### src/design/blse_pkg.sv
// Shared types, codes and widths for the bounded list store engine.
package blse_pkg;

  // Field widths fixed by the interface.
  localparam int VAL_W        = 31;
  localparam int KIND_W       = 3;
  localparam int STATUS_W     = 2;
  localparam int FIDX_W       = 7;
  localparam int CNT_OUT_W    = 8;
  localparam int CAPACITY_DEF = 128;

  // Operation codes carried by a request.
  typedef enum logic [KIND_W-1:0] {
    K_APPEND    = 3'd0,
    K_REMOVE    = 3'd1,
    K_FIND      = 3'd2,
    K_SORT_ASC  = 3'd3,
    K_SORT_DESC = 3'd4,
    K_EXTREMES  = 3'd5
  } kind_t;

  // Result status codes.
  typedef enum logic [STATUS_W-1:0] {
    ST_OK    = 2'd0,
    ST_FULL  = 2'd1,
    ST_EMPTY = 2'd2,
    ST_MISS  = 2'd3
  } status_t;

  // Sequencer states.
  typedef enum logic [3:0] {
    S_IDLE,
    S_REM,
    S_WALK_RD,
    S_WALK_CMP,
    S_WALK_MAX,
    S_SORT_KEY_RD,
    S_SORT_KEY,
    S_SORT_PREV,
    S_SORT_CMP
  } state_t;

  // Flags from the shared magnitude comparator.
  typedef struct packed {
    logic lt;
    logic gt;
    logic eq;
  } cmp_res_t;

endpackage

### src/design/blse_cmp.sv
// Shared magnitude comparator used by find, extremes and sort.
module blse_cmp (
  input  logic [blse_pkg::VAL_W-1:0] a,
  input  logic [blse_pkg::VAL_W-1:0] b,
  output blse_pkg::cmp_res_t         res
);

  import blse_pkg::*;

  // One unsigned compare of a against b.
  always_comb begin
    res.lt = (a < b);
    res.gt = (a > b);
    res.eq = (a == b);
  end

endmodule

### config.mk
export PLATFORM = sky130hd
export DESIGN_NAME = blse_cmp
export DESIGN_NICKNAME = d
export VERILOG_FILES = /design/src/design/blse_pkg.sv /design/src/design/blse_cmp.sv
export SDC_FILE = /design/constraint.sdc
export NUM_CORES = 1
export LEC_CHECK = 0
export BUFFER_PORTS_ARGS = -buffer_cell sky130_fd_sc_hd__buf_2
export CORE_ASPECT_RATIO = 0.8
export CORE_UTILIZATION = 42
export DETAILED_ROUTE_END_ITERATION = 7
export GPL_TIMING_DRIVEN = 0
export PLACE_DENSITY_LB_ADDON = 0.3
export SYNTH_ARGS = -nofsm -noshare
export SYNTH_HDL_FRONTEND = slang
export SYNTH_SLANG_ARGS = --single-unit
### constraint.sdc
create_clock -name vclk -period 1.7
set_clock_uncertainty 0.1 [all_clocks]
set_input_delay 0.17 -clock vclk [all_inputs]
set_output_delay 0.17 -clock vclk [all_outputs]
set_load 0.005 [all_outputs]
# ---- Word level (Yosys, flattened, before mapping)
# Index checks and enable logic that the tools add are counted.
dict set report totals {
  word_cells 3
  in_bits 62
  reg_bits 0
  output_inout_bits 3
}
dict set report classes {
  n_eq_ne 1
  order_cmp 2
}
# op count
set ops {}
lappend ops {{== test 31 bit} 1}
lappend ops {{greater-than comparator 31 bit} 1}
lappend ops {{< comparator 31 bit} 1}

# ---- Depth between registers and ports, before layout
dict set report depth {
  depth_word 1
  ltp_mapped 8
  ltp_nobuf 8
}

# ---- Least setup slack after synthesis
# OpenSTA, ideal clock, no wires.
dict set report synth_timing {
  path_kind {input -> output}
  start {input port b[29] (netlist bit)}
  end {output port res[1] (netlist bit)}
  path_slack_ns 0.112
  n_path_buf 0
  cell_stages 8
  t_arrival_ns 1.318
  cell_sequence {inv_1 ha_1 and4_4 and4_4 nand3_2 clkinv_2 o22ai_1 a31o_1}
}
# element line
set synth_rtl {}
lappend synth_rtl {{start, declared} blse_cmp.sv:4} ;# input logic [blse_pkg::VAL_W-1:0] b,
lappend synth_rtl {{end, declared} blse_cmp.sv:5} ;# output blse_pkg::cmp_res_t res

==> results_dict.tcl <==
set metrics [dict create \
    status "finished with violations" \
    violations "setup timing" \
    drive_gt1_share_pct 65.4 \
    setup_viol 2 \
    gp_congestion 0.719 \
    num-nets-final 277 \
    syn_nets 206 \
    place_ws_ns -0.200 \
    cp_top_family "compound AO/OA/AOI/OAI gates" \
    grt_max_degree 5 \
    slowest_delay_ns 0.35 \
    synth_fa_ha_area_share_pct 47.1 \
    cp.arrival_ns 1.69 \
    crit_cells 9 \
    timing.slew.headroom_pct 80.0 \
    slew_violations 0 \
    syn_to_final_growth_pct 91.0 \
    ir_drop_mv 0.197 \
    syn_area_um2 823 \
    rsz0062_at_grt "yes" \
    drt_first_pass_iters 4 \
    power.density_nw_per_um2 261 \
    coreArea_um2 1720 \
    fin_crit_ns 1.96 \
    synth_top_area_share_pct 47.1 \
    synth_top_family_by_area "adder cells" \
    path_cells "buf_2 > inv_2 > ha_4 > a21oi_1 > o21ai_0 > a221oi_2 > o21ai_0 > a21oi_1 > buf_2" \
    fmax_mhz 510 \
    routed_wl_um 3860 \
    grt_antenna_before_repair 0 \
    drcViolationCount 0 \
    worstMarginPinSlew_ns 0.300 \
    grtUsageTotal_pct 30.9 \
    finalHoldViolCount 0 \
    critPathBufInv 3 \
    row_count 13 \
    critPathMaxFanout 3 \
    drtAntennaViolNets 0 \
    cap_violations 0 \
    synth-xor-area-share_pct 0 \
    io_buffers 65 \
    worstSetupPathType "in2out" \
    ys_seq_area_share_pct 0 \
    drt_first_iter_violations 25 \
    post-route-period-util_pct 115 \
    start_util_pct 47.8 \
    yosys_warnings 0 \
    yosys.area_share.simple_pct 19.8 \
    busiest_layer "met2" \
    required_ns 1.43 \
    dieArea_um2 2140 \
    diodes 0 \
    synth_compound_area_share_pct 18.4 \
    worst_slack_ns -0.261 \
    start_kind "input port" \
    synth_area_per_cell_um2 7.29 \
    syn-instance-count 113 \
    seq_cells 0 \
    final_core_util_pct 91.2 \
    endpoint_kind "output port" \
    synth.distinct_cells 21 \
    grt-ovfl-total 0 \
    io_pins 65 \
    die_x_um 51.5 \
    yosys.area.top_type "ha_1" \
    grt_pass1_vias 1231 \
    wire_per_inst_um 18.9 \
    synthTopCellsByCount "ha_1, inv_1, a21oi_1, nand2_1" \
    grt.met1_usage_pct 29.9 \
    whs_path_depth 6 \
    nClkBuffers 0 \
    post-dp-hpwl_um 1910 \
    grt_pass1_wl_um 5140 \
    synth_area_leaders "ha_1, inv_1, a21oi_1" \
    viasPerCell 5.73 \
    use_met2_pct 63.6 \
    met3_usage_pct 2.56 \
    yosys-mux-area-fraction_pct 0 \
    seqCellArea_um2 0 \
    die_y_um 41.6 \
    p_leak_nw 0.812 \
    min_path_type "in2out" \
    vias 1169 \
    cp_slowest_cell "a221oi_2" \
]
[layout by cell type (no fill, tap or decap)]
cell	synthesis	final
ha_4	0	19
buf_4	0	4
a21oi_2	0	2
nand3_4	0	1
nor3_4	1	1
a211oi_1	2	1
o21ai_0	4	2
inv_4	0	2
a221oi_2	0	2
and4_4	2	4
clkinv_2	1	1
buf_6	0	11
buf_2	0	54
a31o_1	2	2
and4_1	3	1
nand4_4	0	1
o21ai_1	0	2
a211oi_2	0	1
nand4_1	1	1
inv_2	0	14
ha_1	31	12
o31ai_1	1	1
nor2_1	3	2
o211ai_1	1	1
o22ai_2	0	1
nand3b_1	1	1
a21oi_1	12	10
nor2_2	0	1
nand3_1	4	4
nand2_1	8	8
inv_1	31	15
[metal layers]
metal / up-vias / share of wire [%] / wire [um]
met3: 34 / 6.6 / 255
li1: 535 / - / -
met5: - / 0 / 0
met1: 516 / 34 / 1320
met4: 0 / 7.3 / 281
met2: 84 / 52 / 2000
[layout make-up]
type | count | area [um2]
fill | 79 | 151
tap | 22 | 27.5
multi-input combinational | 81 | 995
inverter | 32 | 126
timing repair buffer | 69 | 424
[power by group]
| part | switching (mW) | internal (mW) | leakage [nW] | total, mW |
|---|---|---|---|---|
| Clock | 0 | 0 | 0 | 0 |
| Sequential | 0 | 0 | 0 | 0 |
| Combinational | 0.195 | 0.216 | 0.812 | 0.411 |
[per-stage QoR]
stage	area, um2	setup TNS, ns	std cells	hold slack, ns	power (mW)
2_1_floorplan	823	0	113	0.515	0.137
3_3_place_gp	1180	-0.251	200	0.728	0.230
3_5_place_dp	1180	-0.352	200	0.751	0.245
4_1_cts	1460	-0.171	202	0.739	0.324
5_1_grt	1570	-0.558	204	0.861	0.444
6_report	1570	-0.476	204	0.871	0.411
[worst paths after layout]
check | start | end | slack [ns]
worst max-delay path | b[26] | res[2] | -0.26
worst min-delay path | a[14] | res[2] | 0.87
[tightest hold or removal path: stages]
cell and delay, ns:
buf_2 0.10, ha_4 0.12, a21oi_1 0.05, o211ai_1 0.12
a21oi_1 0.10, buf_2 0.13
[repair_timing]
item                                    CTS  global route
resized for setup                        44            17
setup buffers                             2             2
endpoints found under the setup margin    2             2
pin swaps                                23            19
hold buffers                              0             0
[cells by family after synthesis]
group                    Yosys count
AND/OR/NAND/NOR                   25
buffers and inverters             32
adder cells (fa/ha/maj)           31
AO/OA/AOI/OAI                     25
(Power assumes the default switching activity.)
